### config.mk
export PLATFORM = sky130hd
export DESIGN_NAME = bank_switch_board_registers_flat
export DESIGN_NICKNAME = d
export VERILOG_FILES = /design/src/design/bsbr_pkg.sv /design/src/design/bsbr_if.sv /design/src/design/bsbr_bank_decode.sv /design/src/design/bank_switch_board_registers.sv /design/src/flat_wrapper.sv
export SDC_FILE = /design/constraint.sdc
export NUM_CORES = 1
export LEC_CHECK = 0
export BUFFER_PORTS_ARGS = -buffer_cell sky130_fd_sc_hd__buf_2
export CELL_PAD_IN_SITES_DETAIL_PLACEMENT = 1
export CELL_PAD_IN_SITES_GLOBAL_PLACEMENT = 1
export CORE_MARGIN = 10
export CORE_UTILIZATION = 35
export CTS_CLUSTER_SIZE = 10
export DETAILED_ROUTE_END_ITERATION = 10
export PLACE_DENSITY = 0.6
export SYNTH_ARGS = -nofsm -noshare
export SYNTH_HDL_FRONTEND = slang
export SYNTH_SLANG_ARGS = --single-unit
### constraint.sdc
create_clock -name clk -period 6.6 [get_ports clk]
set_input_delay 0.66 -clock clk [delete_from_list [all_inputs] [get_ports clk]]
set_output_delay 0.66 -clock clk [all_outputs]
set_load 0.03 [all_outputs]
### src/design/bsbr_pkg.sv
// Shared types, register offsets and bank offset tables for the bank switch board registers.
// No dependencies; the bank decoder and the top level import this package.
`default_nettype none

package bsbr_pkg;

    // Bus access kinds
    typedef enum logic [1:0] {
        MODE_REG_READ   = 2'd0,
        MODE_REG_WRITE  = 2'd1,
        MODE_BANK_READ  = 2'd2,
        MODE_BANK_WRITE = 2'd3
    } mode_t;

    // Register offsets from the base
    localparam logic [13:0] OFS_PORT_B        = 14'h00;
    localparam logic [13:0] OFS_PORT_A        = 14'h01;
    localparam logic [13:0] OFS_DDR_B         = 14'h02;
    localparam logic [13:0] OFS_DDR_A         = 14'h03;
    localparam logic [13:0] OFS_PLAIN_FIRST   = 14'h04;
    localparam logic [13:0] OFS_PLAIN_LAST    = 14'h0e;
    localparam logic [13:0] OFS_PORT_A_MIRROR = 14'h0f;
    localparam logic [13:0] OFS_CONTROL       = 14'h22;
    localparam logic [13:0] OFS_BANK_SET      = 14'h23;

    // Plain VIA bytes that can be addressed (offsets 0x04..0x0e)
    localparam int unsigned PLAIN_COUNT = 11;

    // Reset values
    localparam logic [7:0] PORT_A_RESET   = 8'h07;
    localparam logic [7:0] DDR_A_RESET    = 8'ha7;
    localparam logic [7:0] DDR_B_RESET    = 8'hc0;
    localparam logic [7:0] CONTROL_BASE   = 8'h80;
    localparam logic [1:0] VERSION_RESET  = 2'd2;
    localparam int unsigned CTRL_RAM_BIT  = 5;

    // Highest bank number the decoder can produce
    localparam logic [5:0] BANK_MAX = 6'd32;

    // Bank offset tables, indexed by the low bits of the bank-set register
    localparam logic [5:0] ROM_TAB [8] = '{6'd0, 6'd8, 6'd12, 6'd16, 6'd4, 6'd20, 6'd24, 6'd28};
    localparam logic [5:0] RAM_TAB [8] = '{6'd0, 6'd4, 6'd8, 6'd12, 6'd16, 6'd20, 6'd24, 6'd28};

    // Decoded bank selection
    typedef struct packed {
        logic       is_ram;
        logic [5:0] bank;
    } bank_sel_t;

    // One result item
    typedef struct packed {
        logic [7:0]  read_data;
        logic        accepted;
        logic        mem_request;
        logic        mem_write;
        logic        mem_is_ram;
        logic [5:0]  mem_bank;
        logic [13:0] mem_offset;
        logic [7:0]  mem_write_data;
    } result_t;

    // Port write: input bits read back high
    function automatic logic [7:0] drive(input logic [7:0] data, input logic [7:0] dir);
        drive = (data & dir) | ~dir;
    endfunction

endpackage

`default_nettype wire

### src/design/bsbr_if.sv
// Valid/ready channel interfaces for bus accesses, results and the version write port.
// Depends on nothing; used by the top level bank_switch_board_registers.
`default_nettype none

interface bsbr_in_if;
    logic        valid;
    logic        ready;
    logic [1:0]  mode;
    logic [13:0] address;
    logic [7:0]  write_data;

    modport source (output valid, output mode, output address, output write_data, input ready);
    modport sink   (input valid, input mode, input address, input write_data, output ready);
endinterface

interface bsbr_out_if;
    logic        valid;
    logic        ready;
    logic [7:0]  read_data;
    logic        accepted;
    logic        mem_request;
    logic        mem_write;
    logic        mem_is_ram;
    logic [5:0]  mem_bank;
    logic [13:0] mem_offset;
    logic [7:0]  mem_write_data;

    modport source (
        output valid, output read_data, output accepted, output mem_request,
        output mem_write, output mem_is_ram, output mem_bank, output mem_offset,
        output mem_write_data, input ready
    );
    modport sink (
        input valid, input read_data, input accepted, input mem_request,
        input mem_write, input mem_is_ram, input mem_bank, input mem_offset,
        input mem_write_data, output ready
    );
endinterface

interface bsbr_cfg_if;
    logic       valid;
    logic       ready;
    logic [1:0] data;

    modport source (output valid, output data, input ready);
    modport sink   (input valid, input data, output ready);
endinterface

`default_nettype wire

### src/design/bsbr_bank_decode.sv
// Bank decoder: maps port A select bits, the control RAM bit and the bank set to a bank.
// Depends on bsbr_pkg for the offset tables and bank_sel_t.
`default_nettype none

module bsbr_bank_decode
    import bsbr_pkg::*;
(
    input  wire logic [2:0] port_a_sel,
    input  wire logic       ram_enable,
    input  wire logic [2:0] set_sel,
    output bank_sel_t       sel
);

    logic [5:0] base;

    assign base = {3'b000, port_a_sel};

    // Pick the store and add the table offset for the overlay banks
    always_comb
    begin
        priority if (port_a_sel == 3'd0)
        begin
            sel.is_ram = 1'b1;
            sel.bank   = 6'd0;
        end
        else if (port_a_sel >= 3'd5)
        begin
            sel.is_ram = 1'b0;
            sel.bank   = base;
        end
        else if (ram_enable)
        begin
            sel.is_ram = 1'b1;
            sel.bank   = base + RAM_TAB[set_sel];
        end
        else
        begin
            sel.is_ram = 1'b0;
            sel.bank   = base + ROM_TAB[set_sel];
        end
    end

endmodule

`default_nettype wire

### src/design/bank_switch_board_registers.sv
// An input transfer's result goes into the output register, or the skid entry if that is held.
// Throughput: one bus access per cycle while the skid entry is free; register update,
// read mux and bank decode are one level of logic ahead of the result register.
// A two-entry output buffer (result register plus skid entry) keeps input ready
// while one result waits; input ready drops only when both entries are full.
// Reset (rst_n low, asynchronous) loads the VIA and control defaults, empties the buffer.
`default_nettype none

module bank_switch_board_registers
    import bsbr_pkg::*;
#(
    parameter int unsigned BANK_BYTES = 16384
)
(
    input  wire logic   clk,
    input  wire logic   rst_n,
    bsbr_in_if.sink     bus_in,
    bsbr_out_if.source  bus_out,
    bsbr_cfg_if.sink    cfg
);

    localparam int unsigned OFFSET_BITS = $clog2(BANK_BYTES);

    // Register file
    logic [7:0] port_b_reg,    port_b_next;
    logic [7:0] port_a_reg,    port_a_next;
    logic [7:0] port_a_mir_reg, port_a_mir_next;
    logic [7:0] ddr_b_reg,     ddr_b_next;
    logic [7:0] ddr_a_reg,     ddr_a_next;
    logic [7:0] plain_reg [PLAIN_COUNT];
    logic [7:0] control_reg,   control_next;
    logic [7:0] bank_set_reg,  bank_set_next;
    logic [1:0] version_reg,   version_next;

    // Output buffer
    logic       out_valid_reg,  out_valid_next;
    logic       skid_valid_reg, skid_valid_next;
    result_t    out_data_reg;
    result_t    skid_data_reg;

    logic       in_xfer;
    logic       out_xfer;
    logic       is_write;
    logic       plain_hit;
    logic [3:0] plain_idx;
    logic [13:0] offset;
    bank_sel_t  bank_sel;
    result_t    res;

    assign in_xfer   = bus_in.valid && bus_in.ready;
    assign out_xfer  = out_valid_reg && bus_out.ready;
    assign is_write  = (bus_in.mode == MODE_REG_WRITE);
    assign plain_hit = (bus_in.address >= OFS_PLAIN_FIRST) && (bus_in.address <= OFS_PLAIN_LAST);
    assign plain_idx = bus_in.address[3:0] - OFS_PLAIN_FIRST[3:0];
    assign cfg.ready = 1'b1;

    // Byte offset inside the bank
    generate
        if (OFFSET_BITS >= 14)
        begin : g_offset_full
            assign offset = bus_in.address;
        end
        else
        begin : g_offset_mask
            assign offset = {{(14 - OFFSET_BITS){1'b0}}, bus_in.address[OFFSET_BITS-1:0]};
        end
    endgenerate

    bsbr_bank_decode u_bank_decode (
        .port_a_sel (port_a_reg[2:0]),
        .ram_enable (control_reg[CTRL_RAM_BIT]),
        .set_sel    (bank_set_reg[2:0]),
        .sel        (bank_sel)
    );

    // Decode the access: register updates and the result item
    always_comb
    begin
        port_b_next     = port_b_reg;
        port_a_next     = port_a_reg;
        port_a_mir_next = port_a_mir_reg;
        ddr_b_next      = ddr_b_reg;
        ddr_a_next      = ddr_a_reg;
        control_next    = control_reg;
        bank_set_next   = bank_set_reg;
        version_next    = version_reg;
        res             = '0;
        res.accepted    = 1'b1;

        if (!bus_in.mode[1])
        begin
            priority if (bus_in.address == OFS_PORT_B)
            begin
                res.read_data = port_b_reg;
                port_b_next   = drive(bus_in.write_data, ddr_b_reg);
            end
            else if (bus_in.address == OFS_PORT_A || bus_in.address == OFS_PORT_A_MIRROR)
            begin
                res.read_data   = (bus_in.address == OFS_PORT_A) ? port_a_reg : port_a_mir_reg;
                port_a_next     = drive(bus_in.write_data, ddr_a_reg);
                port_a_mir_next = port_a_next;
            end
            else if (bus_in.address == OFS_DDR_B)
            begin
                res.read_data = ddr_b_reg;
                ddr_b_next    = bus_in.write_data;
            end
            else if (bus_in.address == OFS_DDR_A)
            begin
                res.read_data = ddr_a_reg;
                ddr_a_next    = bus_in.write_data;
            end
            else if (plain_hit)
            begin
                res.read_data = plain_reg[plain_idx];
            end
            else if (bus_in.address == OFS_CONTROL)
            begin
                res.read_data = control_reg;
                control_next  = bus_in.write_data;
            end
            else if (bus_in.address == OFS_BANK_SET)
            begin
                res.read_data = bank_set_reg;
                bank_set_next = bus_in.write_data;
            end
            else
            begin
                res.accepted = 1'b0;
            end

            // Register writes read back zero and only a write changes state
            if (is_write)
            begin
                res.read_data = '0;
            end
            else
            begin
                port_b_next     = port_b_reg;
                port_a_next     = port_a_reg;
                port_a_mir_next = port_a_mir_reg;
                ddr_b_next      = ddr_b_reg;
                ddr_a_next      = ddr_a_reg;
                control_next    = control_reg;
                bank_set_next   = bank_set_reg;
            end
        end
        else if (!bus_in.mode[0] || bank_sel.is_ram)
        begin
            // Bank access; writes to ROM are dropped
            res.mem_request    = 1'b1;
            res.mem_write      = bus_in.mode[0];
            res.mem_is_ram     = bank_sel.is_ram;
            res.mem_bank       = bank_sel.bank;
            res.mem_offset     = offset;
            res.mem_write_data = bus_in.mode[0] ? bus_in.write_data : 8'h00;
        end

        // Hold state unless a transfer happens
        if (!in_xfer)
        begin
            port_b_next     = port_b_reg;
            port_a_next     = port_a_reg;
            port_a_mir_next = port_a_mir_reg;
            ddr_b_next      = ddr_b_reg;
            ddr_a_next      = ddr_a_reg;
            control_next    = control_reg;
            bank_set_next   = bank_set_reg;
        end

        // Version write reloads the control register
        if (cfg.valid && cfg.ready)
        begin
            version_next = cfg.data;
            control_next = CONTROL_BASE | {6'b000000, cfg.data};
        end
    end

    // Advance the register file
    always_ff @(posedge clk or negedge rst_n)
    begin
        if (!rst_n)
        begin
            port_b_reg     <= '0;
            port_a_reg     <= PORT_A_RESET;
            port_a_mir_reg <= '0;
            ddr_b_reg      <= DDR_B_RESET;
            ddr_a_reg      <= DDR_A_RESET;
            control_reg    <= CONTROL_BASE | {6'b000000, VERSION_RESET};
            bank_set_reg   <= '0;
            version_reg    <= VERSION_RESET;
        end
        else
        begin
            port_b_reg     <= port_b_next;
            port_a_reg     <= port_a_next;
            port_a_mir_reg <= port_a_mir_next;
            ddr_b_reg      <= ddr_b_next;
            ddr_a_reg      <= ddr_a_next;
            control_reg    <= control_next;
            bank_set_reg   <= bank_set_next;
            version_reg    <= version_next;
        end
    end

    // Plain VIA bytes, written at the decoded entry
    always_ff @(posedge clk or negedge rst_n)
    begin
        if (!rst_n)
        begin
            for (int i = 0; i < PLAIN_COUNT; i++)
            begin
                plain_reg[i] <= '0;
            end
        end
        else if (in_xfer && is_write && plain_hit)
        begin
            plain_reg[plain_idx] <= bus_in.write_data;
        end
    end

    // Output buffer control: result register first, skid entry when it is occupied
    always_comb
    begin
        out_valid_next  = out_valid_reg;
        skid_valid_next = skid_valid_reg;
        if (out_xfer)
        begin
            out_valid_next  = skid_valid_reg;
            skid_valid_next = 1'b0;
        end
        if (in_xfer)
        begin
            if (!out_valid_reg || out_xfer)
            begin
                out_valid_next = 1'b1;
            end
            else
            begin
                skid_valid_next = 1'b1;
            end
        end
    end

    always_ff @(posedge clk or negedge rst_n)
    begin
        if (!rst_n)
        begin
            out_valid_reg  <= 1'b0;
            skid_valid_reg <= 1'b0;
        end
        else
        begin
            out_valid_reg  <= out_valid_next;
            skid_valid_reg <= skid_valid_next;
        end
    end

    // Move result payloads through the buffer
    always_ff @(posedge clk)
    begin
        if (out_xfer && skid_valid_reg)
        begin
            out_data_reg <= skid_data_reg;
        end
        else if (in_xfer && (!out_valid_reg || out_xfer))
        begin
            out_data_reg <= res;
        end
        if (in_xfer && out_valid_reg && !out_xfer)
        begin
            skid_data_reg <= res;
        end
    end

    assign bus_in.ready           = !skid_valid_reg;
    assign bus_out.valid          = out_valid_reg;
    assign bus_out.read_data      = out_data_reg.read_data;
    assign bus_out.accepted       = out_data_reg.accepted;
    assign bus_out.mem_request    = out_data_reg.mem_request;
    assign bus_out.mem_write      = out_data_reg.mem_write;
    assign bus_out.mem_is_ram     = out_data_reg.mem_is_ram;
    assign bus_out.mem_bank       = out_data_reg.mem_bank;
    assign bus_out.mem_offset     = out_data_reg.mem_offset;
    assign bus_out.mem_write_data = out_data_reg.mem_write_data;

`ifndef NO_ASSERTIONS
    a_skid_needs_out: assert property (@(posedge clk) disable iff (!rst_n)
        skid_valid_reg |-> out_valid_reg)
        else $error("skid entry occupied while result register is empty");

    a_write_to_ram: assert property (@(posedge clk) disable iff (!rst_n)
        (out_valid_reg && out_data_reg.mem_write) |->
            (out_data_reg.mem_is_ram && out_data_reg.mem_request))
        else $error("bank write issued to a store other than RAM");

    a_bank_range: assert property (@(posedge clk) disable iff (!rst_n)
        out_valid_reg |-> (out_data_reg.mem_bank <= BANK_MAX))
        else $error("bank number out of range");

    a_version_reload: assert property (@(posedge clk) disable iff (!rst_n)
        (cfg.valid && cfg.ready) |=>
            (control_reg == (CONTROL_BASE | {6'b000000, $past(cfg.data)})))
        else $error("control register not reloaded after version write");

    a_mirror_follows: assert property (@(posedge clk) disable iff (!rst_n)
        (in_xfer && is_write && bus_in.address == OFS_PORT_A) |=>
            (port_a_reg == port_a_mir_reg))
        else $error("port A mirror out of step after port A write");
`endif

endmodule

`default_nettype wire
### src/flat_wrapper.sv
// flat-port wrapper written by rule: the top's interface ports become plain ports
module bank_switch_board_registers_flat import bsbr_pkg::*;
#(
    parameter int unsigned BANK_BYTES = 16384
)
  (clk, rst_n, bus_in_valid, bus_in_mode, bus_in_address, bus_in_write_data, bus_in_ready, bus_out_valid, bus_out_read_data, bus_out_accepted, bus_out_mem_request, bus_out_mem_write, bus_out_mem_is_ram, bus_out_mem_bank, bus_out_mem_offset, bus_out_mem_write_data, bus_out_ready, cfg_valid, cfg_data, cfg_ready);
  bsbr_in_if bus_in_i ();
  bsbr_out_if bus_out_i ();
  bsbr_cfg_if cfg_i ();
  input  wire logic clk;
  input  wire logic rst_n;
  input wire logic [$bits(bus_in_i.valid)-1:0] bus_in_valid;
  input wire logic [$bits(bus_in_i.mode)-1:0] bus_in_mode;
  input wire logic [$bits(bus_in_i.address)-1:0] bus_in_address;
  input wire logic [$bits(bus_in_i.write_data)-1:0] bus_in_write_data;
  output wire logic [$bits(bus_in_i.ready)-1:0] bus_in_ready;
  output wire logic [$bits(bus_out_i.valid)-1:0] bus_out_valid;
  output wire logic [$bits(bus_out_i.read_data)-1:0] bus_out_read_data;
  output wire logic [$bits(bus_out_i.accepted)-1:0] bus_out_accepted;
  output wire logic [$bits(bus_out_i.mem_request)-1:0] bus_out_mem_request;
  output wire logic [$bits(bus_out_i.mem_write)-1:0] bus_out_mem_write;
  output wire logic [$bits(bus_out_i.mem_is_ram)-1:0] bus_out_mem_is_ram;
  output wire logic [$bits(bus_out_i.mem_bank)-1:0] bus_out_mem_bank;
  output wire logic [$bits(bus_out_i.mem_offset)-1:0] bus_out_mem_offset;
  output wire logic [$bits(bus_out_i.mem_write_data)-1:0] bus_out_mem_write_data;
  input wire logic [$bits(bus_out_i.ready)-1:0] bus_out_ready;
  input wire logic [$bits(cfg_i.valid)-1:0] cfg_valid;
  input wire logic [$bits(cfg_i.data)-1:0] cfg_data;
  output wire logic [$bits(cfg_i.ready)-1:0] cfg_ready;
  assign bus_in_i.valid = bus_in_valid;
  assign bus_in_i.mode = bus_in_mode;
  assign bus_in_i.address = bus_in_address;
  assign bus_in_i.write_data = bus_in_write_data;
  assign bus_in_ready = bus_in_i.ready;
  assign bus_out_valid = bus_out_i.valid;
  assign bus_out_read_data = bus_out_i.read_data;
  assign bus_out_accepted = bus_out_i.accepted;
  assign bus_out_mem_request = bus_out_i.mem_request;
  assign bus_out_mem_write = bus_out_i.mem_write;
  assign bus_out_mem_is_ram = bus_out_i.mem_is_ram;
  assign bus_out_mem_bank = bus_out_i.mem_bank;
  assign bus_out_mem_offset = bus_out_i.mem_offset;
  assign bus_out_mem_write_data = bus_out_i.mem_write_data;
  assign bus_out_i.ready = bus_out_ready;
  assign cfg_i.valid = cfg_valid;
  assign cfg_i.data = cfg_data;
  assign cfg_ready = cfg_i.ready;
  bank_switch_board_registers #(.BANK_BYTES(BANK_BYTES)) u_core (.clk(clk), .rst_n(rst_n), .bus_in(bus_in_i), .bus_out(bus_out_i), .cfg(cfg_i));
endmodule
; ---- After elaboration in Yosys (flattened, before gate mapping)
; Memory sizes are Yosys's and may differ from the RTL's.
; Cells that the tools add are included.
[word_totals]
reg_bits = 226
rom_bits = 96
in_bits = 31
output_inout_bits = 43
wordCells = 155
memories = 2
[memory_table]
columns = name, depth, word_bits, rd, rd_clocked_by_memory_dff, write_ports, line
row1 = (no name shown), 8, 6, 1, 0, 0, bsbr_bank_decode.sv:39  ; sel.bank = base + ROM_TAB[set_sel];
row2 = (no name shown), 8, 6, 1, 0, 0, bsbr_bank_decode.sv:34  ; sel.bank = base + RAM_TAB[set_sel];
[op_classes]
add_sub_neg = 3
order_cmp = 6
n_eq_ne = 13
mux = 51
bitwise = 15
reduce_logical = 29
[op_table]
columns = op, count
row1 = 8-bit two-way mux, 23
row2 = 88-bit bitwise mux, 1
row3 = 40-bit two-way mux, 2
row4 = 31-bit two-way mux, 2
row5 = 8-bit binary-select mux with 4-bit select, 1
row6 = 8-bit demux with 4-bit select, 1
row7 = 14-bit by 2-bit equality test with 1-bit output (second input constant), 2
row8 = 14-bit by 6-bit equality test with 1-bit output (second input constant), 2
row9 = 6-bit two-way mux, 4
row10 = 7-bit two-way mux, 3
row11 = 8-bit bitwise AND, 2
row12 = 8-bit inverter, 2
row13 = 8-bit OR, 2
row14 = 14-bit by 1-bit equality test with 1-bit output (second input constant), 1
row15 = 14-bit by 4-bit equality test with 1-bit output (second input constant), 1
row16 = 14-bit by 3-bit greater-or-equal comparator with 1-bit output (second input constant), 1
row17 = 14-bit by 4-bit <= comparator with 1-bit output (second input constant), 1
row18 = 14-bit zero test, 1
row19 = 1-bit two-way mux, 13
row20 = 3-bit by 6-bit adder with 6-bit output, 2
row21 = 1-bit logical AND, 10
row22 = 2-bit inequality test (second input constant), 5
row23 = 10-bit AND reduction, 1
row24 = 9-bit two-way mux, 1
row25 = 19 further kinds, 33

; ---- Depth between registers and ports, before layout
[logic_depth]
ltp_word = 14
mapped_depth = 11
ltp_nobuf = 9

; ---- Modules after synthesis
; A second synthesis with hierarchy kept.
[unflattened]
cells_unflattened = 814
area_unflattened_um2 = 10517.6
[by_module_without_submodules]
columns = module, instances, cells_each, area_per_inst_um2, seq_area_each_um2
row1 = bank_switch_board_registers, 1, 776, 10219.8, 5945.7
row2 = bsbr_bank_decode, 1, 38, 297.8, 0.0

; ---- Least setup slack after synthesis
; Ideal clock, no wire load.
[synth_timing]
path_type = in2reg
start = input port bus_in_valid
end = register u_core.out_data_reg, in the netlist u_core.bus_out.accepted, enable pin
setup_ps = 451
arrival_ps = 2749
t_required_ps = 6149
slack_ps = 3400
cell_stages = 2
path_buffers = 0
path_cell_list = nand2b_1 -> a21oi_1
[synth_via]
elab_chain_cells = 3
[synth_lines]
columns = element, line
row1 = start: declaration, flat_wrapper.sv:12  ; input wire logic [$bits(bus_in_i.valid)-1:0] bus_in_valid;
row2 = 1-bit logical AND, bank_switch_board_registers.sv:50  ; assign in_xfer = bus_in.valid && bus_in.ready;
row3 = 1-bit logical AND, bank_switch_board_registers.sv:266  ; else if (in_xfer && (!out_valid_reg || out_xfer))
row4 = 2-bit nonzero test (no source line), -
row5 = end signal: assignment, bank_switch_board_registers.sv:264  ; out_data_reg <= skid_data_reg;
row6 = end signal: assignment, bank_switch_board_registers.sv:268  ; out_data_reg <= res;
row7 = end: declaration, bank_switch_board_registers.sv:38  ; result_t out_data_reg;
; No other way between the ends.
; A chain may end at the register's enable or synchronous reset.

; ---- Final worst setup path
[layout_timing]
start = input port bus_in_address[2]
end = register u_core.plain_reg[64] (netlist name)
[layout_via]
elab_chain_cells = 7
elab_cells_between_ends = 12
cone_classes = add/sub: 1 / order compare: 4 / mux: 3 / bitwise: 1 / reduce/logical: 3
[layout_lines]
columns = element, line
row1 = start: declaration, flat_wrapper.sv:14  ; input wire logic [$bits(bus_in_i.address)-1:0] bus_in_address;
row2 = 4-bit by 3-bit subtractor with 4-bit output, bank_switch_board_registers.sv:54  ; assign plain_idx = bus_in.address[3:0] - OFS_PLAIN_FIRST[3:0];
row3 = 4-bit inverter with 5-bit output (not written as such), bank_switch_board_registers.sv:218  ; plain_reg[plain_idx] <= bus_in.write_data;
row4 = 5-bit greater-or-equal comparator (not written as such) / 5-bit by 1-bit < comparator with 1-bit output (equally long branches), bank_switch_board_registers.sv:218
row5 = 1-bit logical AND (not written as such), bank_switch_board_registers.sv:218
row6 = 8-bit two-way mux (not written as such), bank_switch_board_registers.sv:218
row7 = 8-bit demux with 4-bit select, bank_switch_board_registers.sv:218
row8 = 88-bit bitwise mux, bank_switch_board_registers.sv:218
row9 = end signal: indexed assignment, bank_switch_board_registers.sv:218
row10 = end: declaration, bank_switch_board_registers.sv:30  ; logic [7:0] plain_reg [PLAIN_COUNT];
; Several ways; a longest one is shown, not always the timed one.

==> results.json <==
{
  "tns_ps": 0,
  "stdcell_area_sq_um": 11980,
  "cts-htree-levels": 1,
  "num_vias": 6778,
  "yosys.area_share.adder_pct": 1.386,
  "design.core.area_sq_um": 29560,
  "hold_buffers": 0,
  "synth_top_area_cell": "dfrtp_1",
  "synth.most_common_cell": "dfrtp_1",
  "globalplace.congestion": 0.8769,
  "dp_hpwl_mm": 19.26,
  "drv_slew": 0,
  "synth_area_sq_um": 10470,
  "ys_types": 57,
  "finalCriticalPeriod_ps": 3270,
  "largest_register_ffs": 88,
  "p_leak_nw": 5.293,
  "synth_async_sr_flop_share_pct": 63.80,
  "postCtsSetupBuffers": 0,
  "core.rowCount": 63,
  "dpl_cell_area_sq_um": 11190,
  "ys_top_cells_by_area": "dfrtp_1 31%, edfxtp_1 23%, mux2_2 13%",
  "ir_worst_vdd_uv": 156.6,
  "worst-path-max-fanout": 16,
  "p_total_mw": 3.617,
  "route.detailed.vias_per_inst": 5.242,
  "first_iter_violations": 319,
  "synthFlopType": "dfrtp_1",
  "ys_seq_elements": 221,
  "synth_mux_area_share_pct": 21.07,
  "end_kind": "flip-flop",
  "final_hold_viol_count": 0,
  "syn_inst": 820,
  "grt_pass1_vias": 7080,
  "wl_per_cell_um": 22.16,
  "cp.arrival_ps": 3660,
  "synth_edf_count": 80,
  "worstSetupPathType": "in -> reg",
  "cts_tree": "done",
  "final.setup_skew_ps": 25.09,
  "track_usage_pct": 15.17,
  "min_path_type": "in -> async",
  "final_cells": 1293,
  "dieArea_sq_um": 37230,
  "grt_max_degree": 74,
  "max_slew_margin_pct": 31.65,
  "detail-route-antenna-nets": 0,
  "grt_pass1_wl_mm": 43.77,
  "synth-xor-area-share_pct": 0.1673,
  "setup_violations": 0,
  "pin_count": 74,
  "worst_slew_pin_slew_ps": 1024,
  "root_buffer": "clkbuf_16",
  "power_density_nw_per_um2": 301.9,
  "drc": 0,
  "max_cap_viol_count": 0,
  "nets": 923,
  "yosysTopAreaCellShare_pct": 30.84,
  "critPathRequiredTime_ps": 6990,
  "synth_common_cells": "129 x dfrtp_1, 125 x mux2_2, 80 x edfxtp_1",
  "drive_above_1_share_pct": 30.27,
  "antenna_found_initial": 0,
  "clk_latency_ps": 530,
  "initial_core_util_pct": 35.42,
  "synth_simple_gate_area_share_pct": 9.824,
  "drtPass1Iterations": 4,
  "post_cts_resized": 0,
  "grt_setup_unrepaired": "false",
  "synth_nets": 861,
  "synth-seq-area-share_pct": 56.79,
  "syn_avg_cell_area_sq_um": 12.77,
  "grt_overflow_total": 0,
  "portBuffers": 72,
  "clk_pin_slew_worst_paths_ps": 50,
  "synth_top_family_by_area": "multiplexers",
  "dp.cells": 1243,
  "area_growth_pct": 14.45,
  "die_h_um": 192.9,
  "timing.final.crit_share_pct": 49.54,
  "yosysWarnings": 0,
  "die_x_um": 192.9,
  "cts_buffer_depth": 3,
  "status": "finished, final reports clean",
  "fmax_mhz": 305.8,
  "clock_sinks": 221,
  "worst_setup_path_start_kind": "input port",
  "wl_mm": 28.66,
  "synth-compound-area-share_pct": 7.924,
  "post-route-util_pct": 40.53,
  "cts_buffers": 27
}
## per-stage QoR
stage	setup WS [ps]	hold WS (ps)
after floorplan	3400	364.4
after global placement	2853	466.1
after detailed placement	2809	469.6
after CTS	3358	171.2
after global routing	3082	196.9
final	3330	141.3
## cell usage in the layout, fill, tap and decap left out, drive strengths merged, types with 2 or more instances in the layout
cell type,netlist,layout
o21ai,29,29
o2111ai,5,5
nand3,12,12
nor3b,2,2
o31ai,3,3
a221oi,2,2
o32ai,3,3
nand2b,7,7
nor3,10,10
mux2,149,149
nor2,64,64
a211oi,4,4
dfstp,12,12
o22ai,16,16
o2bb2ai,5,5
o221ai,8,8
o21a,2,2
dfrtp,129,129
a31oi,18,18
mux4,3,3
nor2b,3,3
edfxtp,80,80
mux2i,46,46
maj3,2,2
inv,23,24
and3,10,10
buf,20,78
a32oi,2,2
and2,27,27
ha,10,10
a211o,4,4
clkbuf,25,48
a21oi,20,20
a2bb2oi,2,2
nor4,3,3
nand2,47,47
## power by group
part | internal, mW | leakage, nW | total, mW | switching [mW]
Clock | 0.794 | 0.380 | 1.35 | 0.559
Combinational | 0.158 | 2.23 | 0.625 | 0.467
Sequential | 1.60 | 2.68 | 1.64 | 0.0425
Total | 2.55 | 5.29 | 3.62 | 1.07
## cell families (layout without fill, tap and decap cells)
family / Yosys count / after routing
and+or+nand+nor: 190 / 190
DFF: 221 / 221
muxes: 198 / 198
buffers and inverters: 69 / 151
other: 1 / 2
AOI/OAI and AO/OA: 127 / 127
adders and majority gates: 12 / 12
xor gates and xnor gates: 2 / 2
## worst max-delay path, stage by stage
cell,delay (ps)
buf_2,230
clkinv_1,330
ha_1,540
inv_1,330
o22ai_1,200
nor2_4,250
nand3_2,200
nor2_2,500
mux2_2,390
## final cells by class
class | instances | area [sq um]
Multi-Input combinational cell | 530 | 4248
Clock inverter | 1 | 8.758
Timing Repair Buffer | 78 | 414.1
Clock buffer | 48 | 784.5
Sequential cell | 221 | 5946
Fill cell | 3161 | 17580
Antenna cell | 1 | 2.502
Inverter | 24 | 90.09
Tap cell | 390 | 488.0
## routing by layer
metal	vias to the layer above	global-route usage, %	part of all wire, %
met3	41	2.212	4.4
met5	-	0	0
met4	0	3.373	1.7
met1	3481	20.47	46
met2	127	25.36	48
li1	3129	-	-
## path summary, 6_finish.rpt
| kind | startpoint | endpoint | slack, ps | depth (start not counted) |
|---|---|---|---|---|
| max | bus_in_address[2] | u_core.plain_reg[64] | 3330 | 9 |
| min reg2reg | u_core.ddr_b_reg[3] | u_core.port_b_reg[3] | 470 | 1 |
| min | rst_n | u_core.plain_reg[41] | 140 | 1 |
| max in group asynchronous | rst_n | u_core.bank_set_reg[1] | 5030 | 2 |
| min in group clk | cfg_data[1] | u_core.control_reg[1] | 360 | 3 |
| max reg2reg | u_core.skid_valid_reg | u_core.ddr_a_reg[6] | 3700 | 5 |
No activity file was read; power rests on OpenSTA's default activity.
